$ cat src/rtl/sns_pkg.sv
// ----------------------------------------------------------------------------
// Strongest neighbour select package
// Shared constants, outcome codes and controller command types.
// ----------------------------------------------------------------------------
package sns_pkg;

	localparam int NODE_COUNT_DEF    = 65536;
	localparam int VALUE_WIDTH_DEF   = 32;
	localparam int FRACTION_BITS_DEF = 16;

	localparam int IDX_W = 16;
	localparam int AGG_W = 17;

	typedef enum logic [1:0] {
		OUT_ALREADY  = 2'd0,
		OUT_JOINED   = 2'd1,
		OUT_STRONG   = 2'd2,
		OUT_ISOLATED = 2'd3
	} outcome_t;

	typedef struct packed {
		logic load;
		logic step;
		logic update;
		logic clear;
	} sns_cmd_t;

	typedef struct packed {
		logic div_done;
		logic scored;
		logic last;
	} sns_sts_t;

endpackage

$ cat src/rtl/sns_ctrl.sv
// ----------------------------------------------------------------------------
// Strongest neighbour select controller
// Sequences operand load, the serial division, the update and the result.
// ----------------------------------------------------------------------------
module sns_ctrl
	import sns_pkg::*;
(
	input  logic     clk,
	input  logic     arst_n,
	input  logic     in_valid,
	output logic     in_stall,
	output logic     out_valid,
	input  logic     out_stall,
	input  sns_sts_t sts,
	output sns_cmd_t cmd
);

	typedef enum logic [2:0] {
		S_IDLE = 3'b001,
		S_DIV  = 3'b010,
		S_UPD  = 3'b100
	} state_t;

	state_t state_q;
	logic   accept, out_valid_q, out_hold, upd_wait;

	assign in_stall  = (state_q != S_IDLE);
	assign out_valid = out_valid_q;
	assign accept    = in_valid && !in_stall;
	assign out_hold  = out_valid_q && out_stall;
	assign upd_wait  = (state_q == S_UPD) && sts.last && out_hold;

	always_comb begin
		cmd.load   = accept;
		cmd.step   = (state_q == S_DIV);
		cmd.update = (state_q == S_UPD) && !upd_wait;
		cmd.clear  = (state_q == S_UPD) && sts.last && !out_hold;
	end

	always_ff @(posedge clk or negedge arst_n) begin
		if (!arst_n) begin
			state_q     <= S_IDLE;
			out_valid_q <= 1'b0;
		end else begin
			case (state_q)
				S_IDLE: if (accept) state_q <= sts.scored ? S_DIV : S_UPD;
				S_DIV:  if (sts.div_done) state_q <= S_UPD;
				S_UPD:  if (!upd_wait) state_q <= S_IDLE;
				default: state_q <= S_IDLE;
			endcase
			if (cmd.clear) out_valid_q <= 1'b1;
			else if (!out_stall) out_valid_q <= 1'b0;
		end
	end

endmodule

$ cat src/rtl/sns_datapath.sv
// ----------------------------------------------------------------------------
// Strongest neighbour select datapath
// Restoring divider, running maxima and result formation.
// ----------------------------------------------------------------------------
module sns_datapath
	import sns_pkg::*;
#(
	parameter int NODE_COUNT    = NODE_COUNT_DEF,
	parameter int VALUE_WIDTH   = VALUE_WIDTH_DEF,
	parameter int FRACTION_BITS = FRACTION_BITS_DEF
) (
	input  logic                          clk,
	input  logic                          arst_n,
	input  logic                          rule_mode,
	input  sns_cmd_t                      cmd,
	output sns_sts_t                      sts,
	input  logic [IDX_W-1:0]              row_index,
	input  logic signed [AGG_W-1:0]       row_aggregate,
	input  logic                          has_entry,
	input  logic [IDX_W-1:0]              neighbor_column,
	input  logic signed [VALUE_WIDTH-1:0] edge_weight,
	input  logic signed [VALUE_WIDTH-1:0] row_diagonal,
	input  logic signed [VALUE_WIDTH-1:0] neighbor_diagonal,
	input  logic signed [AGG_W-1:0]       neighbor_aggregate,
	input  logic                          last_entry,
	output logic [IDX_W-1:0]              result_row,
	output logic [1:0]                    outcome,
	output logic [IDX_W-1:0]              chosen_node
);

	localparam int VW = VALUE_WIDTH;
	localparam int NW = VW + FRACTION_BITS;
	localparam int CW = $clog2(NW + 1);
	localparam logic signed [VW-1:0] MAXPOS = {1'b0, {(VW-1){1'b1}}};
	localparam logic signed [VW-1:0] MINNEG = {1'b1, {(VW-1){1'b0}}};
	localparam logic [CW-1:0] LAST_STEP = CW'(NW - 1);

	logic [VW-1:0]            da, db, dmax, nmag;
	logic                     in_range, scored;
	logic [NW-1:0]            num_q;
	logic [VW:0]              rem_q, rem_sh, rem_sub;
	logic [VW-1:0]            div_q;
	logic [CW-1:0]            cnt_q;
	logic                     neg_q, wz_q, dz_q, free_q, last_q, agg_row_q;
	logic                     sts_scored_q;
	logic [IDX_W-1:0]         row_q, col_q;
	logic [AGG_W-1:0]         nagg_q, ragg_q;
	logic signed [VW-1:0]     score;
	logic [NW:0]              quo_full;
	logic signed [VW-1:0]     bf_ratio_q, bj_ratio_q;
	logic signed [AGG_W-1:0]  bf_col_q, bj_col_q, bj_grp_q;
	logic signed [AGG_W-1:0]  col_ext;
	logic [NW-1:0]            quo_q;

	assign da   = row_diagonal[VW-1] ? VW'(-row_diagonal) : VW'(row_diagonal);
	assign db   = neighbor_diagonal[VW-1] ? VW'(-neighbor_diagonal) : VW'(neighbor_diagonal);
	assign dmax = (da > db) ? da : db;
	assign nmag = edge_weight[VW-1] ? VW'(-edge_weight) : VW'(edge_weight);
	assign in_range = (34'(neighbor_column) < 34'(NODE_COUNT));
	assign scored = (row_aggregate == -17'sd1) && has_entry
		&& (neighbor_column != row_index) && in_range;

	assign sts.scored   = scored;
	assign sts.div_done = (cnt_q == LAST_STEP);
	assign sts.last     = last_q;

	assign rem_sh  = {rem_q[VW-1:0], num_q[NW-1]};
	assign rem_sub = rem_sh - {1'b0, div_q};

	always_ff @(posedge clk) begin
		if (cmd.load) begin
			num_q     <= {nmag, {FRACTION_BITS{1'b0}}};
			rem_q     <= '0;
			quo_q     <= '0;
			div_q     <= dmax;
			cnt_q     <= '0;
			neg_q     <= edge_weight[VW-1];
			wz_q      <= (edge_weight == '0);
			dz_q      <= (dmax == '0);
			free_q    <= (neighbor_aggregate == -17'sd1);
			last_q    <= last_entry;
			agg_row_q <= (row_aggregate != -17'sd1);
			row_q     <= row_index;
			col_q     <= neighbor_column;
			nagg_q    <= neighbor_aggregate;
			ragg_q    <= row_aggregate;
		end else if (cmd.step) begin
			num_q <= {num_q[NW-2:0], 1'b0};
			cnt_q <= cnt_q + CW'(1);
			if (!rem_sub[VW]) begin
				rem_q <= rem_sub;
				quo_q <= {quo_q[NW-2:0], 1'b1};
			end else begin
				rem_q <= rem_sh;
				quo_q <= {quo_q[NW-2:0], 1'b0};
			end
		end
	end

	assign quo_full = {1'b0, quo_q};
	always_comb begin
		if (dz_q) begin
			score = wz_q ? '0 : (neg_q ? MINNEG : MAXPOS);
		end else if (neg_q) begin
			score = (quo_full > (NW+1)'({1'b1, {(VW-1){1'b0}}})) ? MINNEG
				: VW'(-quo_q[VW-1:0]);
		end else begin
			score = (quo_full > (NW+1)'(MAXPOS)) ? MAXPOS : VW'(quo_q[VW-1:0]);
		end
	end

	assign col_ext = $signed({1'b0, col_q});

	always_ff @(posedge clk or negedge arst_n) begin
		if (!arst_n) begin
			bf_ratio_q <= '0;
			bf_col_q   <= -17'sd1;
			bj_ratio_q <= '0;
			bj_col_q   <= -17'sd1;
			bj_grp_q   <= -17'sd1;
		end else if (cmd.update) begin
			if (cmd.clear) begin
				bf_ratio_q <= '0;
				bf_col_q   <= -17'sd1;
				bj_ratio_q <= '0;
				bj_col_q   <= -17'sd1;
				bj_grp_q   <= -17'sd1;
			end else if (!agg_row_q && sts_scored_q) begin
				if (free_q) begin
					if (score > bf_ratio_q || (score == bf_ratio_q && col_ext > bf_col_q)) begin
						bf_ratio_q <= score;
						bf_col_q   <= col_ext;
					end
				end else if (score > bj_ratio_q
						|| (score == bj_ratio_q && col_ext > bj_col_q)) begin
					bj_ratio_q <= score;
					bj_col_q   <= col_ext;
					bj_grp_q   <= $signed(nagg_q);
				end
			end
		end
	end

	always_ff @(posedge clk) begin
		if (cmd.load) sts_scored_q <= scored;
	end

	logic                   f_ok, j_ok, f_take, j_take;
	logic [1:0]             oc_d;
	logic [IDX_W-1:0]       ch_d;

	always_comb begin
		f_take = 1'b0; j_take = 1'b0;
		if (sts_scored_q && !agg_row_q) begin
			if (free_q) f_take = (score > bf_ratio_q)
				|| (score == bf_ratio_q && col_ext > bf_col_q);
			else j_take = (score > bj_ratio_q)
				|| (score == bj_ratio_q && col_ext > bj_col_q);
		end
		f_ok = f_take || (bf_col_q != -17'sd1);
		j_ok = j_take || (bj_col_q != -17'sd1);
		if (agg_row_q) begin
			oc_d = OUT_ALREADY;
			ch_d = ragg_q[IDX_W-1:0];
		end else if (j_ok && (rule_mode || !f_ok)) begin
			oc_d = OUT_JOINED;
			ch_d = j_take ? nagg_q[IDX_W-1:0] : bj_grp_q[IDX_W-1:0];
		end else if (!rule_mode && f_ok) begin
			oc_d = OUT_STRONG;
			ch_d = f_take ? col_q : bf_col_q[IDX_W-1:0];
		end else begin
			oc_d = OUT_ISOLATED;
			ch_d = row_q;
		end
	end

	always_ff @(posedge clk) begin
		if (cmd.clear) begin
			result_row  <= row_q;
			outcome     <= oc_d;
			chosen_node <= ch_d;
		end
	end

endmodule

$ cat src/rtl/strongest_neighbor_select.sv
// ----------------------------------------------------------------------------
// Strongest neighbour select
// A skipped entry goes from idle straight to update; a scored entry runs the
// division first (one quotient bit per cycle from the restoring divider); the
// result is valid in the cycle after the last entry's update. A result held by
// the receiver only delays the update of the next row's last entry. Reset clears
// the controller, the result flag, the running maxima and the mode register.
// ----------------------------------------------------------------------------
module strongest_neighbor_select
	import sns_pkg::*;
#(
	parameter int NODE_COUNT    = NODE_COUNT_DEF,
	parameter int VALUE_WIDTH   = VALUE_WIDTH_DEF,
	parameter int FRACTION_BITS = FRACTION_BITS_DEF
) (
	input  logic                          clk,
	input  logic                          arst_n,
	input  logic                          cfg_we,
	input  logic                          cfg_wdata,
	input  logic                          in_valid,
	output logic                          in_stall,
	input  logic [IDX_W-1:0]              row_index,
	input  logic signed [AGG_W-1:0]       row_aggregate,
	input  logic                          has_entry,
	input  logic [IDX_W-1:0]              neighbor_column,
	input  logic signed [VALUE_WIDTH-1:0] edge_weight,
	input  logic signed [VALUE_WIDTH-1:0] row_diagonal,
	input  logic signed [VALUE_WIDTH-1:0] neighbor_diagonal,
	input  logic signed [AGG_W-1:0]       neighbor_aggregate,
	input  logic                          last_entry,
	output logic                          out_valid,
	input  logic                          out_stall,
	output logic [IDX_W-1:0]              result_row,
	output logic [1:0]                    outcome,
	output logic [IDX_W-1:0]              chosen_node
);

	logic     rule_mode_q;
	sns_cmd_t cmd;
	sns_sts_t sts;

	always_ff @(posedge clk or negedge arst_n) begin
		if (!arst_n) rule_mode_q <= 1'b0;
		else if (cfg_we) rule_mode_q <= cfg_wdata;
	end

	sns_ctrl u_ctrl (
		.clk, .arst_n, .in_valid, .in_stall, .out_valid, .out_stall, .sts, .cmd
	);

	sns_datapath #(
		.NODE_COUNT(NODE_COUNT), .VALUE_WIDTH(VALUE_WIDTH), .FRACTION_BITS(FRACTION_BITS)
	) u_dp (
		.clk, .arst_n, .rule_mode(rule_mode_q), .cmd, .sts,
		.row_index, .row_aggregate, .has_entry, .neighbor_column, .edge_weight,
		.row_diagonal, .neighbor_diagonal, .neighbor_aggregate, .last_entry,
		.result_row, .outcome, .chosen_node
	);

	a_clear_free: assert property (@(posedge clk) disable iff (!arst_n)
		cmd.clear |-> !(out_valid && out_stall)) else $error("result overwritten");
	a_out_holds: assert property (@(posedge clk) disable iff (!arst_n)
		out_valid && out_stall |=> out_valid && $stable(outcome) && $stable(chosen_node))
		else $error("result changed under stall");
	a_clear_last: assert property (@(posedge clk) disable iff (!arst_n)
		cmd.clear |=> out_valid) else $error("clear without result");

endmodule

$ cat config.mk
export PLATFORM = sky130hd
export DESIGN_NAME = strongest_neighbor_select
export DESIGN_NICKNAME = d
export VERILOG_FILES = /design/src/rtl/sns_pkg.sv /design/src/rtl/sns_ctrl.sv /design/src/rtl/sns_datapath.sv /design/src/rtl/strongest_neighbor_select.sv
export SDC_FILE = /design/constraint.sdc
export NUM_CORES = 1
export LEC_CHECK = 0
export ABC_AREA = 0
export CORE_MARGIN = 2
export CORE_UTILIZATION = 40
export CTS_CLUSTER_SIZE = 14
export DETAILED_ROUTE_END_ITERATION = 12
export DONT_BUFFER_PORTS = 1
export GPL_TIMING_DRIVEN = 0
export PLACE_DENSITY_LB_ADDON = 0.08
export SLEW_MARGIN = 20
export SYNTH_ARGS = -nofsm -noshare
export SYNTH_HDL_FRONTEND = slang
export SYNTH_HIERARCHICAL = 1
export SYNTH_SLANG_ARGS = --single-unit
$ cat constraint.sdc
create_clock -name clk -period 7.15 [get_ports clk]
set_clock_uncertainty 0.1 [all_clocks]
set_input_delay 1.43 -clock clk [delete_from_list [all_inputs] [get_ports clk]]
set_output_delay 1.43 -clock clk [all_outputs]
set_load 0.03 [all_outputs]
==> impl_metrics.toml, run 1 <==
[outcome]
status = "complete, no violations"

[die]
start_util = 0.4020
die_h_um = 249.6
core-area_um2 = 60020
ios = 206
die_x_um = 249.6
rows = 90
dieArea_um2 = 62310

[global_route]
grt_pass1_wl_um = 110700
gr-total-overflow = 0
grt_pass1_vias = 19338
antenna_found_initial = 0
grt_max_degree = 120
grt_use_total = 0.2237

[place]
port_buffers = 0
hpwl_um = 54050
place_area_um2 = 25210
place_congestion = 0.9124

[cells_and_area]
final_area_um2 = 26690
nFillCells = 5760
utilization = 0.4447
multi_input_area_um2 = 13000
fin_nets = 2912
area_growth_pct = 10.60
drive_above_1_share = 0.09342
regArea_um2 = 9838
antenna_cells = 0

[timing]
rsz0062_at_grt = "no"
fin_crit_ps = 6762
finalHoldViolCount = 0
tightest_slew_ps = 1055
fmax_mhz = 147.9
worst_hold_slack_ps = 361.8
slew_violations = 0
final.period_utilization = 0.9457
setup_viol = 0
relSlewSlack = 0.2964
final.setup.tns_ps = 0

[logic_synthesis]
async_flop_share = 0.3182
ys.flop_type = "edfxtp_1"
synth_top_area_frac = 0.2103
synth_top_cell_by_area = "edfxtp_1"
synth_seq_area_share = 0.4077
yosys.cell_count.top_type = "inv_1"
synth_cells = 2525
netlist_top_cells_area = "edfxtp_1 21%, ha_1 8.6%, dfxtp_1 7.1%, dfrtp_1 7.1%, dfstp_2 5.6%"
synthTopCellsByCount = "210 x inv_1, 176 x nor2_1, 169 x edfxtp_1"
ys_ff_latch = 374
netlist_area_um2 = 24130
synth_edf_count = 169
ys_warn_count = 6
syn_nets = 2861
synth_cell_types = 100
avgSynthCellArea_um2 = 9.557

[min_path]
min_path_cells = 2
hp-start = "u_dp/rem_q[22]"
min_to = "u_dp/rem_q[23]"
worst_hold_path_type = "register to register"

[power]
cellPowerDensity_nw_per_um2 = 259.1
total_power_w = 0.006915
vdd_ir_drop_max_mv = 0.1742
p_leak_nw = 10.92

[route]
vias = 19532
routed_wirelength_um = 71030
drt_iter0_markers = 1427
antenna_left = 0
wire_per_inst_um = 20.93
drc_errors = 0
drtPass1Iterations = 5
vias_per_cell = 5.755

[critical_path]
end_kind = "register"
r2r-end = "u_dp/chosen_node[14]"
crit_type = "register to register"
crit_fanout = 10
rr_worst_depth = 24
worst_ep_arrival_time_ps = 6980
setup.worst_path.start_class = "register"
cp_data_required_time_ps = 7370
rrSetupSlack_ps = 390
reg2reg_from = "u_dp/quo_q[0]"

[clock_network]
cts.root.buffer_cell = "clkbuf_16"
cts_hold_buf = 0
cts.reportedPaths.clkPinSlew_ps = 60
post-cts-setup-buffers = 0
clk_path_buf_depth = 3
cts_buffers = 46
cts_num_sinks = 374
clock_insertion_delay_worst_skew_ps = 620
htree_num_levels = 2
cts_tree = "built"

[flow_run]
drv_cap = 0
[layout make-up]
cell class,instances,area share
clock buffer,75,0.05021
sequential,374,0.3686
inverter,212,0.03033
multi-input combinational,1808,0.4871
tap,782,0.03666
buffer,131,0.02049
timing repair buffer,3,0.002813
clock inverter,9,0.003797
[worst max-delay path by stage]
stage,from,endpoint,slack [ps],cells after the start
2_1_floorplan,u_dp/quo_q[0],u_dp/chosen_node[10],1650,24
3_3_place_gp,u_dp/quo_q[0],u_dp/chosen_node[15],80,24
3_5_place_dp,u_dp/quo_q[0],u_dp/chosen_node[15],-40,24
4_1_cts,u_dp/quo_q[0],u_dp/chosen_node[15],30,24
5_1_grt,u_dp/quo_q[0],u_dp/chosen_node[14],50,24
6_report,u_dp/quo_q[0],u_dp/chosen_node[14],390,24
[where the power goes]
part	switching, W	internal (W)	total, W
registers	0.000187	0.00265	0.00284
logic	0.00115	0.000681	0.00184
clock network	0.000951	0.00129	0.00224
total	0.00229	0.00462	0.00692
[metal layers]
metal,global-route usage,part of all wire
met5,0,0
met4,0.06162,0.024
met3,0.03463,0.051
met2,0.3790,0.48
met1,0.2965,0.45
[layout by cell type (no fill, tap or decap), drive strengths merged, types with 30 or more instances in the layout]
master,Yosys,routed
edfxtp,169,169
inv,211,213
nor2,177,177
o31ai,45,45
nand2b,42,42
ha,165,165
nor3,61,61
a21o,49,49
nor2b,30,30
or3,46,46
dfstp,51,51
mux2i,97,97
clkbuf,97,172
xor2,87,87
o21ai,104,104
or2,37,37
dfxtp,86,86
dfrtp,68,68
nand4,59,59
buf,34,37
o22ai,30,30
a21oi,134,134
nand2,158,158
a211oi,32,32
nand3,54,54
o22a,35,35
xnor2,50,50
[worst max-delay path: stages, from the launching register on]
cell,delay (ps)
dfxtp_1,410
inv_1,110
ha_1,200
or3b_2,530
nor4_4,400
nand4_1,280
a211oi_4,490
nand2_1,170
buf_2,220
o21ai_0,180
a211oi_1,180
inv_1,140
ha_1,160
nand3_1,90
or3_1,490
or2_0,250
o31ai_1,330
o21bai_1,170
and4bb_1,250
buf_4,190
nor3_1,330
o21ba_2,170
buf_2,220
buf_2,280
a221oi_1,150
[what timing repair did]
item | CTS | global route
resized for setup | 2 | 13
endpoints found under the setup margin | 1 | 77
pin swaps | 0 | 1
[logic make-up (layout without fill, tap and decap cells)]
kind of cell,count (synthesis),count (layout),share of synthesized area
and+or+nand+nor,780,780,0.1735
buffers and inverters,343,430,0.05579
adders and majority gates,166,166,0.08638
xor gates and xnor gates,137,137,0.05004
DFF,374,374,0.4077
AOI/OAI and AO/OA,609,609,0.1773
muxes,116,116,0.04926
[flip-flops by register name, indices dropped and copies added, names as in the netlist, 17 cells and up]
| name | flops |
|---|---|
| u_dp/bf_col_q | 17 |
| u_dp/bf_ratio_q | 32 |
| u_dp/bj_col_q | 17 |
| u_dp/bj_ratio_q | 32 |
| u_dp/div_q | 32 |
| u_dp/num_q | 32 |
| u_dp/quo_q | 48 |
| u_dp/rem_q | 32 |
[per-stage QoR]
| stage | cells | setup slack, ps |
|---|---|---|
| detailed placement | 3310 | -35.70 |
| CTS | 3394 | 32.83 |
| global placement | 3307 | 83.50 |
| finish | 3394 | 387.9 |
| global route | 3394 | 50.86 |
| floorplan | 2525 | 1652 |
(Power assumes the default switching activity.)
==> run 2, diff against run 1 <==
- CORE_ASPECT_RATIO: not set -> 0.7
- clock period: 7.15 -> 5.6 ns (I/O delays scaled with it)
==> run 2 against run 1 <==
Compared with the run above: the run now ends with setup timing left; core utilization rose by 4.5 points; sequential cell count did not move; critical path depth fell by 3; total power rose by 35%; sequential share of layout area fell by 3.2 points; clock-buffer cell count fell by 20; critical path type unchanged.
==> impl_metrics.toml, run 2 (synthesized netlist as in run 1, its figures left out) <==
[min_path]
worst_hold_path_type = "primary input to asynchronous set/reset pin"

[power]
p_switching_w = 0.003116
vdd_ir_drop_max_mv = 0.1882
switching_share = 0.3339
p_leak_nw = 11.94
power_frac_seq = 0.392
comb_power_share = 0.292
cellPowerDensity_nw_per_um2 = 319.0
p_int_w = 0.006217
clkPwrFrac = 0.316

[critical_path]
setup.worst_path.start_class = "register"
crit_type = "register to register"
slowest_delay_ps = 560
worst_ep_arrival_time_ps = 5990
rrSetupSlack_ps = -210
critPathSlowestCell = "or4_4"
crit_chain = "or4_4, nor4_4, nand4_1, or3_4, or3_4, nor3_4, xnor2_2, o311ai_4, inv_2, ha_4, nand2_4, or3_4, or2_4, o31ai_4, o21bai_2, and4bb_1, or2_4, buf_4, buf_6, a21oi_4, a221oi_2"
reg2reg_from = "u_dp/quo_q[6]"
cpMostUsedCell = "or3_4"
cp_data_required_time_ps = 5780
crit_fanout = 7
end_kind = "register"
rr_worst_depth = 21
r2r-end = "u_dp/chosen_node[15]"

[global_route]
grt_max_degree = 120
grt_use_total = 0.2382
antenna_found_initial = 2
grt_pass1_vias = 19735
gr-total-overflow = 0
grt_pass1_wl_um = 116700

[cells_and_area]
area_growth_pct = 21.25
antenna_cells = 0
largest_reg_flops = 48
fin_nets = 2993
drive_above_1_share = 0.1936
nFillCells = 5573
final_cell_mix = "204 x inv_1, 172 x nor2_1, 169 x edfxtp_1, 157 x ha_1, 134 x nand2_1"
layout.cells.most_common = "inv_1"
utilization = 0.4895
regMostFlops = "u_dp/quo_q"
final_area_um2 = 29260

[clock_network]
cts.root.buffer_cell = "clkbuf_16"
htree_num_levels = 2
cts_num_sinks = 374
cts_tree = "built"
clock_insertion_delay_worst_skew_ps = 580
cts_hold_buf = 0
cts.reportedPaths.clkPinSlew_ps = 60
clk_path_buf_depth = 3
cts_buffers = 42

[die]
die_x_um = 297.6
rows = 75
die_h_um = 209.5
ios = 206
dieArea_um2 = 62340
start_util = 0.4037
core-area_um2 = 59780

[route]
routed_wirelength_um = 77820
drc_errors = 0
antenna_left = 0
vias_per_cell = 5.798
drt_iter0_markers = 1599
wire_per_inst_um = 22.24
drtPass1Iterations = 5
vias = 20288

[timing]
fin_ws_ps = -210.8
setup_viol = 66
slew_violations = 0
tightest_slew_ps = 1027
fin_crit_ps = 5811
finalHoldViolCount = 0
final.setup.tns_ps = -9187
final.period_utilization = 1.038
fmax_mhz = 172.1
relSlewSlack = 0.3081
rsz0062_at_grt = "yes"

[place]
port_buffers = 0
place_congestion = 0.9065
place_area_um2 = 25230
hpwl_um = 56410

[outcome]
status = "finished with violations"
violations = "setup timing"

[flow_run]
drv_cap = 0
==> run 2: power groups by stage <==
stage	Sequential, W	Clock (W)	Combinational (W)
6_report	0.00366	0.00295	0.00272
5_1_grt	0.00370	0.00314	0.00302
4_1_cts	0.00365	0.00303	0.00250
3_5_place_dp	0.00369	0	0.00234
3_3_place_gp	0.00369	0	0.00228
2_1_floorplan	0.00359	0	0.00169
==> run 2: how the worst max path moves through the flow <==
stage	from	end	slack (ps)	cells past startpoint
2_1_floorplan	u_dp/quo_q[0]	u_dp/chosen_node[10]	100	24
5_1_grt	u_dp/quo_q[6]	u_dp/bf_ratio_q[10]	-380	22
4_1_cts	u_dp/quo_q[2]	u_dp/chosen_node[0]	-130	21
3_5_place_dp	u_dp/quo_q[0]	u_dp/chosen_node[4]	-1660	23
6_report	u_dp/quo_q[6]	u_dp/chosen_node[15]	-210	21
3_3_place_gp	u_dp/quo_q[0]	u_dp/chosen_node[1]	-1690	23
==> run 2: final cells by class <==
type                       instances  area [um^2]  share of cell area
clock inverter                    23        311.5             0.01065
buffer                           125        914.6             0.03126
sequential                       374         9861              0.3370
tap                              808         1011             0.03455
multi-input combinational       1808        14150              0.4838
inverter                         212        809.5             0.02767
clock buffer                      55         1151             0.03934
timing repair buffer              94         1045             0.03571
==> run 2: per-layer routing <==
metal / GRT usage / vias to the layer above / share of wire
met2: 0.3444 / 611 / 0.42
met3: 0.05424 / 97 / 0.080
li1: - / 9603 / -
met4: 0.04998 / 4 / 0.018
met1: 0.3603 / 9973 / 0.49
met5: 0 / - / 0.00036
==> run 2: through the flow <==
| step | instances | hold slack [ps] | worst slack [ps] | power, W |
|---|---|---|---|---|
| after floorplan | 2525 | 322.2 | 102.4 | 0.005280 |
| after global placement | 3333 | 349.8 | -1690 | 0.005971 |
| after detailed placement | 3336 | 344.3 | -1659 | 0.006030 |
| after CTS | 3443 | 118.0 | -132.7 | 0.009183 |
| after global routing | 3499 | 119.8 | -377.5 | 0.009861 |
| final | 3499 | 144.2 | -210.8 | 0.009333 |
==> run 2: what timing repair did <==
action / 4_1_cts / 5_1_grt
setup endpoints to repair: 132 / 152
gates resized for setup: 209 / 212
cloned: 2 / 16
pin swaps: 30 / 53
setup buffers: 32 / 43
hold endpoints to repair: 0 / 0
==> run 2: critical path: cells and delay by family, from the launching register on <==
family,cells,cell delay [ps]
simple gates,11,3170
compound gates,5,1060
buf+inv,3,380
flops,1,360
fa+ha+maj,1,300
xor+xnor,1,120
